**config.mk**
```make
export PLATFORM = sky130hd
export DESIGN_NAME = masked_byte_signature_scan
export DESIGN_NICKNAME = d
export VERILOG_FILES = /design/src/hdl/mbss_pkg.sv /design/src/hdl/masked_byte_signature_scan.sv /design/src/hdl/mbss_window_compare.sv /design/src/hdl/mbss_scan_core.sv
export SDC_FILE = /design/constraint.sdc
export NUM_CORES = 1
export LEC_CHECK = 0
export BUFFER_PORTS_ARGS = -buffer_cell sky130_fd_sc_hd__buf_4
export CORE_MARGIN = 2
export CORE_UTILIZATION = 25
export CTS_CLUSTER_SIZE = 40
export DETAILED_ROUTE_END_ITERATION = 12
export PLACE_DENSITY = 0.43
export SLEW_MARGIN = 0
export SYNTH_ARGS = -nofsm -noshare
export SYNTH_HDL_FRONTEND = slang
export SYNTH_SLANG_ARGS = --single-unit
```
**constraint.sdc**
```tcl
create_clock -name clk -period 20.7 [get_ports clk]
set_clock_uncertainty 0.15 [all_clocks]
set_input_delay 2.07 -clock clk [delete_from_list [all_inputs] [get_ports clk]]
set_output_delay 2.07 -clock clk [all_outputs]
set_load 0.02 [all_outputs]
```
**src/hdl/mbss_pkg.sv**
```systemverilog
// ----------------------------------------------------------------------------
// mbss_pkg
// Shared types and constants for the masked byte signature scan.
// ----------------------------------------------------------------------------
package mbss_pkg;

  localparam int PATTERN_MAX  = 16;
  localparam int OFFSET_BITS  = 32;
  localparam int WINDOW_DEPTH = PATTERN_MAX - 1;
  localparam int LEN_BITS     = 5;
  localparam int COUNT_BITS   = 16;
  localparam int CFG_IDX_BITS = 3;
  localparam int CFG_DATA_BITS = 64;

  localparam logic [7:0] NIB_LO_MASK = 8'h0F;
  localparam logic [7:0] NIB_HI_MASK = 8'hF0;

  typedef enum logic [CFG_IDX_BITS-1:0] {
    CFG_PATTERN_LOW      = 3'd0,
    CFG_PATTERN_HIGH     = 3'd1,
    CFG_NIBBLE_CARE      = 3'd2,
    CFG_PATTERN_LENGTH   = 3'd3,
    CFG_OCCURRENCE_INDEX = 3'd4
  } cfg_index_t;

  typedef struct packed {
    logic [63:0]           pattern_low;
    logic [63:0]           pattern_high;
    logic [31:0]           nibble_care;
    logic [LEN_BITS-1:0]   pattern_length;
    logic [COUNT_BITS-1:0] occurrence_index;
  } cfg_t;

  typedef struct packed {
    logic [7:0] data_byte;
    logic       last_byte;
  } in_item_t;

  typedef struct packed {
    logic                   found;
    logic [OFFSET_BITS-1:0] match_offset;
  } out_item_t;

endpackage

```
**src/hdl/masked_byte_signature_scan.sv**
```systemverilog
// ----------------------------------------------------------------------------
// masked_byte_signature_scan
// Byte-stream search for a 1..16 byte signature with per-nibble wildcards.
// ----------------------------------------------------------------------------
// One byte is taken per clock unless the input stalls. A byte passes through
// the input register, then a combinational parallel compare of the full
// 16-byte window updates the scan state and loads the result register. At
// most one result per region: found=1 with the start offset of match number
// occurrence_index, or found=0 on the last byte if that match never
// completed. The input stalls only while the result register holds an item
// that the output side has not taken. Write configuration only while no
// bytes are in flight.
module masked_byte_signature_scan (
  input  logic                                    clk,
  input  logic                                    rst,
  input  logic                                    in_valid,
  output logic                                    in_stall,
  input  mbss_pkg::in_item_t                      in_item,
  output logic                                    out_valid,
  input  logic                                    out_stall,
  output mbss_pkg::out_item_t                     out_item,
  input  logic                                    cfg_write,
  input  logic [mbss_pkg::CFG_IDX_BITS-1:0]       cfg_index,
  input  logic [mbss_pkg::CFG_DATA_BITS-1:0]      cfg_data
);
  import mbss_pkg::*;

  cfg_t     cfg;
  logic     s1_valid;
  in_item_t s1_item;
  logic     take;

  always_ff @(posedge clk) begin
    if (rst) begin
      cfg.pattern_low      <= '0;
      cfg.pattern_high     <= '0;
      cfg.nibble_care      <= '1;
      cfg.pattern_length   <= LEN_BITS'(1);
      cfg.occurrence_index <= '0;
    end else if (cfg_write) begin
      unique case (cfg_index)
        CFG_PATTERN_LOW:      cfg.pattern_low      <= cfg_data;
        CFG_PATTERN_HIGH:     cfg.pattern_high     <= cfg_data;
        CFG_NIBBLE_CARE:      cfg.nibble_care      <= cfg_data[31:0];
        CFG_PATTERN_LENGTH:   cfg.pattern_length   <= cfg_data[LEN_BITS-1:0];
        CFG_OCCURRENCE_INDEX: cfg.occurrence_index <= cfg_data[COUNT_BITS-1:0];
        default: ;
      endcase
    end
  end

  assign in_stall = s1_valid && !take;

  always_ff @(posedge clk) begin
    if (rst) begin
      s1_valid <= 1'b0;
    end else if (!in_stall) begin
      s1_valid <= in_valid;
    end
  end

  always_ff @(posedge clk) begin
    if (!in_stall && in_valid) begin
      s1_item <= in_item;
    end
  end

  mbss_scan_core u_core (
    .clk        (clk),
    .rst        (rst),
    .cfg        (cfg),
    .item_valid (s1_valid),
    .item       (s1_item),
    .take       (take),
    .out_valid  (out_valid),
    .out_stall  (out_stall),
    .out_item   (out_item)
  );

endmodule

```
**src/hdl/mbss_window_compare.sv**
```systemverilog
// ----------------------------------------------------------------------------
// mbss_window_compare
// Parallel nibble-masked compare of the signature against the byte window.
// ----------------------------------------------------------------------------
module mbss_window_compare (
  input  mbss_pkg::cfg_t                                   cfg,
  input  logic [mbss_pkg::WINDOW_DEPTH-1:0][7:0]           byte_window,
  input  logic [7:0]                                       cur_byte,
  input  logic [mbss_pkg::LEN_BITS-1:0]                    len,
  output logic                                             hit
);
  import mbss_pkg::*;

  logic [PATTERN_MAX-1:0][7:0] seq;   // seq[0] newest byte
  logic [PATTERN_MAX-1:0][7:0] sig;
  logic [PATTERN_MAX-1:0]      mism;

  assign seq = {byte_window, cur_byte};
  assign sig = {cfg.pattern_high, cfg.pattern_low};

  always_comb begin
    logic [LEN_BITS-1:0] age;
    logic [7:0]          diff;
    age  = '0;
    diff = '0;
    for (int k = 0; k < PATTERN_MAX; k++) begin
      // signature byte k lines up with the byte len-1-k positions back
      age     = len - LEN_BITS'(k) - LEN_BITS'(1);
      diff    = seq[age[LEN_BITS-2:0]] ^ sig[k];
      mism[k] = (LEN_BITS'(k) < len) &&
                ((cfg.nibble_care[2*k]   && ((diff & NIB_LO_MASK) != 8'h00)) ||
                 (cfg.nibble_care[2*k+1] && ((diff & NIB_HI_MASK) != 8'h00)));
    end
  end

  assign hit = (mism == '0);

endmodule

```
**src/hdl/mbss_scan_core.sv**
```systemverilog
// ----------------------------------------------------------------------------
// mbss_scan_core
// Scan state (window, position, counts) and the result register.
// ----------------------------------------------------------------------------
module mbss_scan_core (
  input  logic                clk,
  input  logic                rst,
  input  mbss_pkg::cfg_t      cfg,
  input  logic                item_valid,
  input  mbss_pkg::in_item_t  item,
  output logic                take,
  output logic                out_valid,
  input  logic                out_stall,
  output mbss_pkg::out_item_t out_item
);
  import mbss_pkg::*;

  logic [WINDOW_DEPTH-1:0][7:0] byte_window;
  logic [OFFSET_BITS-1:0]       stream_position;
  logic [COUNT_BITS-1:0]        match_count;
  logic                         reported;
  logic [LEN_BITS-1:0]          fill;

  logic [LEN_BITS-1:0] len;
  logic [LEN_BITS-1:0] fill_next;
  logic                hit;
  logic                hit_ok;
  logic                report;
  logic                emit;

  always_comb begin
    if (cfg.pattern_length == '0) begin
      len = LEN_BITS'(1);
    end else if (cfg.pattern_length > LEN_BITS'(PATTERN_MAX)) begin
      len = LEN_BITS'(PATTERN_MAX);
    end else begin
      len = cfg.pattern_length;
    end
  end

  mbss_window_compare u_compare (
    .cfg         (cfg),
    .byte_window (byte_window),
    .cur_byte    (item.data_byte),
    .len         (len),
    .hit         (hit)
  );

  assign take      = item_valid && (!out_valid || !out_stall);
  assign fill_next = (fill < LEN_BITS'(PATTERN_MAX)) ? fill + LEN_BITS'(1) : fill;
  assign hit_ok    = !reported && (fill_next >= len) && hit;
  assign report    = hit_ok && (match_count == cfg.occurrence_index);
  // not-found goes out only at region end and only if nothing was reported
  assign emit      = report || (item.last_byte && !reported);

  always_ff @(posedge clk) begin
    if (rst) begin
      byte_window     <= '0;
      stream_position <= '0;
      match_count     <= '0;
      reported        <= 1'b0;
      fill            <= '0;
    end else if (take) begin
      if (item.last_byte) begin
        byte_window     <= '0;
        stream_position <= '0;
        match_count     <= '0;
        reported        <= 1'b0;
        fill            <= '0;
      end else begin
        byte_window     <= {byte_window[WINDOW_DEPTH-2:0], item.data_byte};
        stream_position <= stream_position + OFFSET_BITS'(1);
        fill            <= fill_next;
        if (report) begin
          reported <= 1'b1;
        end else if (hit_ok) begin
          match_count <= match_count + COUNT_BITS'(1);
        end
      end
    end
  end

  always_ff @(posedge clk) begin
    if (rst) begin
      out_valid <= 1'b0;
    end else if (take && emit) begin
      out_valid <= 1'b1;
    end else if (!out_stall) begin
      out_valid <= 1'b0;
    end
  end

  always_ff @(posedge clk) begin
    if (take && emit) begin
      out_item.found        <= report;
      out_item.match_offset <= report ?
                               stream_position - OFFSET_BITS'(len - LEN_BITS'(1)) : '0;
    end
  end

endmodule

```
After elaboration in Yosys (flattened, before gate mapping)
Cells that the tools add are included.
{ "word_totals": {"regBits": 399, "latch_bits": 0, "ramBits": 0, "romBits": 0, "in_bits": 81, "out_inout_bits": 35, "wordCells": 291, "n_memories": 0} }
{ "op_classes": {"add_sub_neg": 35, "n_mul": 0, "div": 0, "order_cmp": 35, "eq_ne": 7, "shifts": 0, "n_mux": 45, "n_bitwise": 16, "n_reduce_logical": 123} }
{ "ops": {"columns": ["op", "count"], "rows": [
  ["8-bit binary-select mux with 4-bit select", 16],
  ["8-bit nonzero test", 32],
  ["8-bit two-way mux", 16],
  ["8-bit bitwise XOR", 16],
  ["120-bit two-way mux", 1],
  ["4-bit by 5-bit less-than comparator with 1-bit output (second input constant)", 16],
  ["4-bit by 1-bit subtractor with 4-bit output (second input constant)", 16],
  ["1-bit logical AND", 56],
  ["16-bit two-way mux", 3],
  ["4-bit by 5-bit less-than comparator with 1-bit output (first input constant)", 8],
  ["32-bit by 1-bit adder with 32-bit output (second input constant)", 1],
  ["32-bit two-way mux", 1],
  ["32-bit subtractor", 1],
  ["4-bit subtractor (second input constant)", 8],
  ["3-bit by 5-bit less-than comparator with 1-bit output (first input constant)", 4],
  ["5-bit two-way mux", 4],
  ["1-bit logical OR", 18],
  ["16-bit by 1-bit adder with 16-bit output (second input constant)", 1],
  ["16-bit equality test", 1],
  ["16-bit zero test", 1],
  ["4-bit by 3-bit subtractor with 4-bit output (second input constant)", 4],
  ["2-bit AND reduction", 6],
  ["1-bit by 5-bit less-than comparator with 1-bit output (first input constant)", 2],
  ["2-bit by 5-bit less-than comparator with 1-bit output (first input constant)", 2],
  ["other kinds (17)", 27]
]} }

Longest topological paths before layout
{ "logic_depth": {"depth_word": 18, "ltp_mapped": 25, "ltp_nobuf": 18} }

Hierarchy
Synthesis repeated with hierarchy kept, for this count alone.
{ "hier_totals": {"hier_cells": 2852, "area_unflattened_um2": 27951.8} }
{ "by_module_without_submodules": {"columns": ["mod", "n_inst", "cells_per_inst", "area_per_inst_um2", "seq_area_each_um2"], "rows": [
  ["mbss_window_compare", 1, 1011, 10363.7, 0.0],
  ["mbss_scan_core", 1, 1129, 9948.3, 4494.3],
  ["masked_byte_signature_scan", 1, 712, 7639.8, 3913.8]
]} }

Least setup slack after synthesis
OpenSTA, ideal clock, no wires.
{ "synth_timing": {"kind": "register to register", "startpoint": "reg cfg[17] (netlist name)", "endpoint": "reg u_core.out_item[0] (netlist name)", "setup_time_ns": 0.423, "t_arrival_ns": 7.037, "required_ns": 20.127, "path_slack_ns": 13.090, "path_stages_with_launch": 23, "path_buffers": 8, "synth_period_minus_slack_ns": 7.610, "cell_sequence": "dfxtp_1 > buf_4 > nor3_2 > o21ai_4 > inv_2 > buf_4 > buf_2 > buf_2 > buf_2 > ha_1 > buf_2 > clkinv_1 > buf_1 > buf_1 > mux4_2 > mux4_2 > xnor2_1 > a41oi_1 > or4_1 > a2111oi_4 > nor3b_1 > a22oi_1 > nor2_1"} }
{ "synth_between": {"elab_chain_len": 17, "elab_cells_between_ends": 201, "classes_between": "add/sub: 30; order compare: 18; mux: 34; bitwise: 16; reduce/logical: 103"} }
{ "synth_rtl": {"columns": ["element", "line_no", "text"], "rows": [
  ["5-bit greater-than comparator", "mbss_scan_core.sv:34", "end else if (cfg.pattern_length > LEN_BITS'(PATTERN_MAX)) begin"],
  ["5-bit two-way mux", "mbss_scan_core.sv:34", null],
  ["5-bit two-way mux (*)", "mbss_scan_core.sv:32", "if (cfg.pattern_length == '0) begin"],
  ["4-bit by 1-bit subtractor with 4-bit output (tied with other cells)", "mbss_window_compare.sv:28", "age = len - LEN_BITS'(k) - LEN_BITS'(1);"],
  ["4-bit by 1-bit subtractor with 4-bit output", "mbss_window_compare.sv:28", null],
  ["8-bit binary-select mux with 4-bit select", "mbss_window_compare.sv:29", "diff = seq[age[LEN_BITS-2:0]] ^ sig[k];"],
  ["8-bit two-way mux (implied by the code)", "mbss_window_compare.sv:29", null],
  ["8-bit bitwise XOR", "mbss_window_compare.sv:29", null],
  ["8-bit nonzero test (on tied branches)", "mbss_window_compare.sv:31, mbss_window_compare.sv:32", null],
  ["1-bit logical AND (on tied branches)", "mbss_window_compare.sv:31, mbss_window_compare.sv:32", null],
  ["1-bit logical OR", "mbss_window_compare.sv:31", "((cfg.nibble_care[2*k] && ((diff & NIB_LO_MASK) != 8'h00)) ||"],
  ["1-bit logical AND", "mbss_window_compare.sv:30", "mism[k] = (LEN_BITS'(k) < len) &&"],
  ["16-bit zero test", "mbss_window_compare.sv:36", "assign hit = (mism == '0);"],
  ["1-bit logical AND (*)", "mbss_scan_core.sv:51", "assign hit_ok = !reported && (fill_next >= len) && hit;"],
  ["1-bit logical AND (*)", "mbss_scan_core.sv:52", "assign report = hit_ok && (match_count == cfg.occurrence_index);"],
  ["1-bit logical OR (*)", "mbss_scan_core.sv:54", "assign emit = report || (item.last_byte && !reported);"],
  ["1-bit logical AND (*)", "mbss_scan_core.sv:94", "if (take && emit) begin"]
]} }
Mark *: on every way between the ends. The rest lies on a longest branch, timed or not. The select of a mux whose other input is x is not followed.
A chain may end at the register's enable or synchronous reset.

Worst setup path in the final report
{ "layout_timing": {"startpoint": "reg cfg[17] (netlist name)", "endpoint": "reg u_core.out_item[8] (netlist name)"} }
{ "layout_between": {"elab_chain_len": 17, "elab_cells_between_ends": 201, "classes_between": "add/sub: 30; order compare: 18; mux: 34; bitwise: 16; reduce/logical: 103"} }
{ "layout_rtl": {"columns": ["element", "line_no"], "rows": [
  ["5-bit greater-than comparator", "mbss_scan_core.sv:34"],
  ["5-bit two-way mux", "mbss_scan_core.sv:34"],
  ["5-bit two-way mux (*)", "mbss_scan_core.sv:32"],
  ["4-bit by 1-bit subtractor with 4-bit output (tied with other cells)", "mbss_window_compare.sv:28"],
  ["4-bit by 1-bit subtractor with 4-bit output", "mbss_window_compare.sv:28"],
  ["8-bit binary-select mux with 4-bit select", "mbss_window_compare.sv:29"],
  ["8-bit two-way mux (implied by the code)", "mbss_window_compare.sv:29"],
  ["8-bit bitwise XOR", "mbss_window_compare.sv:29"],
  ["8-bit nonzero test (on tied branches)", "mbss_window_compare.sv:31, mbss_window_compare.sv:32"],
  ["1-bit logical AND (on tied branches)", "mbss_window_compare.sv:31, mbss_window_compare.sv:32"],
  ["1-bit logical OR", "mbss_window_compare.sv:31"],
  ["1-bit logical AND", "mbss_window_compare.sv:30"],
  ["16-bit zero test", "mbss_window_compare.sv:36"],
  ["1-bit logical AND (*)", "mbss_scan_core.sv:51"],
  ["1-bit logical AND (*)", "mbss_scan_core.sv:52"],
  ["1-bit logical OR (*)", "mbss_scan_core.sv:54"],
  ["1-bit logical AND (*)", "mbss_scan_core.sv:94"]
]} }
Marked as above.

==> results.py <==
metrics = {
    "synth": {
        "async_reset_ff_share_pct": 0,
        "syn_inst": 3066,
        "synth.cell_area_sq_um": 27380,
        "yosys_register_bits": 399,
        "synthTopCellsByArea": "dfxtp_1 26%, mux4_2 13%, mux2i_1 9.0%",
        "yosys.area.top_type": "dfxtp_1",
        "syn_avg_cell_area_sq_um": 8.931,
        "synth_cell_type_count": 88,
        "synthFlopType": "dfxtp_1",
        "synth_warnings": 0,
        "synth_top_area_share_pct": 26.10,
        "synth_edf_count": 42,
        "synth_nets": 3195,
        "synth_seq_area_share_pct": 30.71,
    },
    "critical_path": {
        "cpMostUsedCell": "buf_4",
        "end_kind": "flop",
        "crit_chain": "buf_4, nor3_2, o21ai_4, buf_4, buf_4, mux4_2, mux4_2, xor2_1, o41ai_1, a21oi_1, nor2_1, and4b_1, a22oi_1, nor2_4",
        "startpoint_type": "flop",
        "required_ns": 20.77,
        "worst-path-max-fanout": 46,
        "arrival_ns": 8.49,
        "reg2regPathDepth": 14,
        "r2r-end": "u_core.out_item[8]",
        "r2r-start": "cfg[17]",
        "cpPeakStageDelay_ns": 0.86,
        "crit_family": "compound AO/OA/AOI/OAI gates",
        "crit_buf_inv": 3,
        "rrSetupSlack_ns": 12.28,
        "crit_type": "flop to flop",
        "critPathSlowestCell": "nor2_4",
    },
    "routing": {
        "firstDrtPassIters": 5,
        "drc": 0,
        "first_iter_violations": 2439,
        "avgRoutedWirePerCell_um": 24.67,
        "wl_um": 110600,
        "vias": 24280,
        "final_antenna_net_count": 0,
        "routed_via_density": 5.414,
    },
    "min_path": {
        "whs_path_depth": 2,
        "hold_path_class": "flop to flop",
        "min_to": "cfg[159]",
        "hp-start": "cfg[159]",
    },
    "cts": {
        "cts_resized": 0,
        "cts_htree_levels": 2,
        "hold_buffers": 0,
        "numCtsBuffers": 50,
        "cts.sinks": 399,
        "cts_setup_buffers": 0,
        "cts_tree": "done",
        "insertion_delay_ns": 0.61,
        "clk_path_buf_depth": 3,
        "clk_pin_slew_ns": 0.06,
        "clockRootBuffer": "clkbuf_16",
    },
    "final_layout": {
        "antennaDiodeCount": 0,
        "drive_gt1_share_pct": 14.72,
        "area_growth_pct": 13.84,
        "fin_util_pct": 28.68,
        "nets": 3163,
    },
    "placement": {
        "gp_congestion": 0.9077,
        "port_buffers": 115,
        "dp_hpwl_um": 79550,
    },
    "floorplan": {
        "initial_core_util_pct": 25.19,
        "dieArea_sq_um": 112200,
        "die_w_um": 335.0,
        "core_sq_um": 108700,
        "row_count": 121,
        "die_y_um": 335.0,
        "num_io_pins": 116,
    },
    "power_and_ir_drop": {
        "power.sequential.fraction_pct": 40.6,
        "swShare_pct": 27.78,
        "powerDensity_nw_per_um2": 63.94,
        "leakagePower_nw": 11.48,
        "p_switching_mw": 0.5536,
        "peakVddDrop_mv": 0.05684,
        "clockPowerShare_pct": 45.7,
        "p_int_mw": 1.439,
        "p_comb_share_pct": 13.8,
    },
    "timing": {
        "hold_viol_final": 0,
        "rsz0062_at_grt": "false",
        "max_freq_mhz": 118.7,
        "slew_violations": 0,
        "period_share_pct": 40.69,
        "setup_viol": 0,
        "worstMarginPinSlew_ns": 1.126,
        "relSlewSlack_pct": 23.98,
        "finalSetupTns_ns": 0,
        "finalCriticalPeriod_ns": 8.424,
    },
    "global_route": {
        "grt_max_degree": 88,
        "antenna_found_initial": 0,
        "grtUsageTotal_pct": 19.21,
        "grt_overflow": 0,
        "grt_pass1_wl_um": 162300,
        "grt_pass1_vias": 22830,
    },
    "run": {
        "maxCapViolCount": 0,
    },
    "run_status": {
        "status": "finished clean",
    },
}
## cells in the mapped netlist, types with 4 or more instances
library cell,count
nand3b_1,149
a21oi_1,327
buf_1,25
o211ai_1,18
nor4_1,39
and4_1,4
a221oi_1,18
o31a_1,4
nand4_1,21
or4_1,5
and2_1,16
or3_1,7
and3b_1,26
mux2_2,28
a32oi_1,7
nor2b_1,9
a21o_1,27
nand2b_1,13
or2_2,4
a211oi_1,28
mux2i_1,247
nor2_1,116
nand3_1,52
nor3_1,13
o41ai_1,10
o221ai_1,19
a22oi_1,13
a31oi_1,11
xnor2_1,106
xor2_1,107
o31ai_1,4
clkbuf_1,183
nand2_1,543
buf_2,33
ha_1,47
buf_4,6
mux4_2,152
a211o_1,8
and3_1,17
o22ai_1,48
dfxtp_1,357
a41oi_1,12
edfxtp_1,42
o21ai_0,39
inv_1,45
## power by group through the flow
stage	sequential (mW)	clock [mW]	combinational (mW)
after floorplan	0.818	0	0.179
after global placement	0.826	0	0.274
final	0.808	0.910	0.275
after global routing	0.809	0.965	0.296
after detailed placement	0.825	0	0.273
after CTS	0.809	0.935	0.275
## cells in the final DEF (no fill, tap or decap), types with 8 or more instances in the layout
master / Yosys / final
nand2_1: 543 / 541
edfxtp_1: 42 / 42
nand3b_1: 149 / 149
dfxtp_1: 357 / 356
o21ai_0: 39 / 38
nand2b_1: 13 / 12
and3_1: 17 / 17
ha_1: 47 / 46
nand4_1: 21 / 21
mux2_2: 28 / 28
a221oi_1: 18 / 18
and3b_1: 26 / 26
mux4_2: 152 / 152
and2_1: 16 / 14
nand3_1: 52 / 52
a22oi_1: 13 / 13
clkbuf_1: 183 / 12
a21o_1: 27 / 27
buf_4: 6 / 162
xnor2_1: 106 / 104
a21oi_1: 327 / 327
inv_1: 45 / 45
o41ai_1: 10 / 10
o22ai_1: 48 / 48
xor2_1: 107 / 106
nor2b_1: 9 / 9
mux2i_1: 247 / 247
o221ai_1: 19 / 19
nor3_1: 13 / 13
nor4_1: 39 / 39
a211oi_1: 28 / 28
nor2_1: 116 / 114
a41oi_1: 12 / 12
o211ai_1: 18 / 18
a31oi_1: 11 / 11
clkbuf_16: 0 / 54
a211o_1: 8 / 8
## area by class of cell
type,count,area (sq um)
fillers,11580,77530
repair buffers,163,1231
clock buffers,72,1479
multi-input cells,2372,17890
clock inverters,17,215.2
inverters,48,181.4
flip-flops and latches,399,8409
well taps,1414,1769
## sequential cells by signal, indices dropped and copies added, names as in the netlist
name	count
u_core.stream_position	32
u_core.out_valid	1
u_core.match_count	16
u_core.out_item	33
u_core.reported	1
cfg	181
u_core.fill	5
s1_item	9
s1_valid	1
u_core.byte_window	120
## stage by stage
| stage | instances | total power, mW | setup slack [ns] | area, sq um | hold slack [ns] |
|---|---|---|---|---|---|
| detailed placement | 4396 | 1.099 | 12.27 | 29480 | 0.3075 |
| CTS | 4485 | 2.018 | 12.28 | 31170 | 0.3181 |
| global placement | 4396 | 1.100 | 12.33 | 29480 | 0.2980 |
| floorplan | 3066 | 0.9965 | 13.09 | 27380 | 0.2811 |
| finish | 4485 | 1.993 | 12.28 | 31170 | 0.3113 |
| global route | 4485 | 2.070 | 11.82 | 31170 | 0.3366 |
## cells by family after synthesis
group,share of synthesized area (%)
flops,30.71
buf+inv,4.277
fa+ha+maj,2.257
mux,22.68
simple gates,18.83
compound gates,14.38
xor+xnor,6.872
## worst register-to-register path, delay by kind of cell (launching register included)
family / cells / cell delay (ns)
flops: 1 / 0.42
compound gates: 4 / 2.25
buf+inv: 3 / 1.93
mux: 2 / 1.25
xor+xnor: 1 / 0.16
simple gates: 4 / 1.83
## per-layer routing
layer	track usage, %	vias to the layer above	share of wire, %	wire length, um
met3	2.735	183	5.7	6329
met4	6.965	0	4.0	4426
met5	0	-	0	0
met2	30.93	828	46	51140
li1	-	11170	-	-
met1	26.07	12100	44	48730
## worst max path at each step
stage                        from                 end  slack, ns  cells past startpoint
after floorplan           cfg[17]  u_core.out_item[0]      13.09                     22
after global placement    cfg[17]  u_core.out_item[5]      12.33                     19
after detailed placement  cfg[17]  u_core.out_item[5]      12.27                     19
after CTS                 cfg[17]  u_core.out_item[8]      12.28                     14
after global routing      cfg[17]  u_core.out_item[8]      11.82                     14
final                     cfg[17]  u_core.out_item[8]      12.28                     14
(Power assumes the default switching activity.)
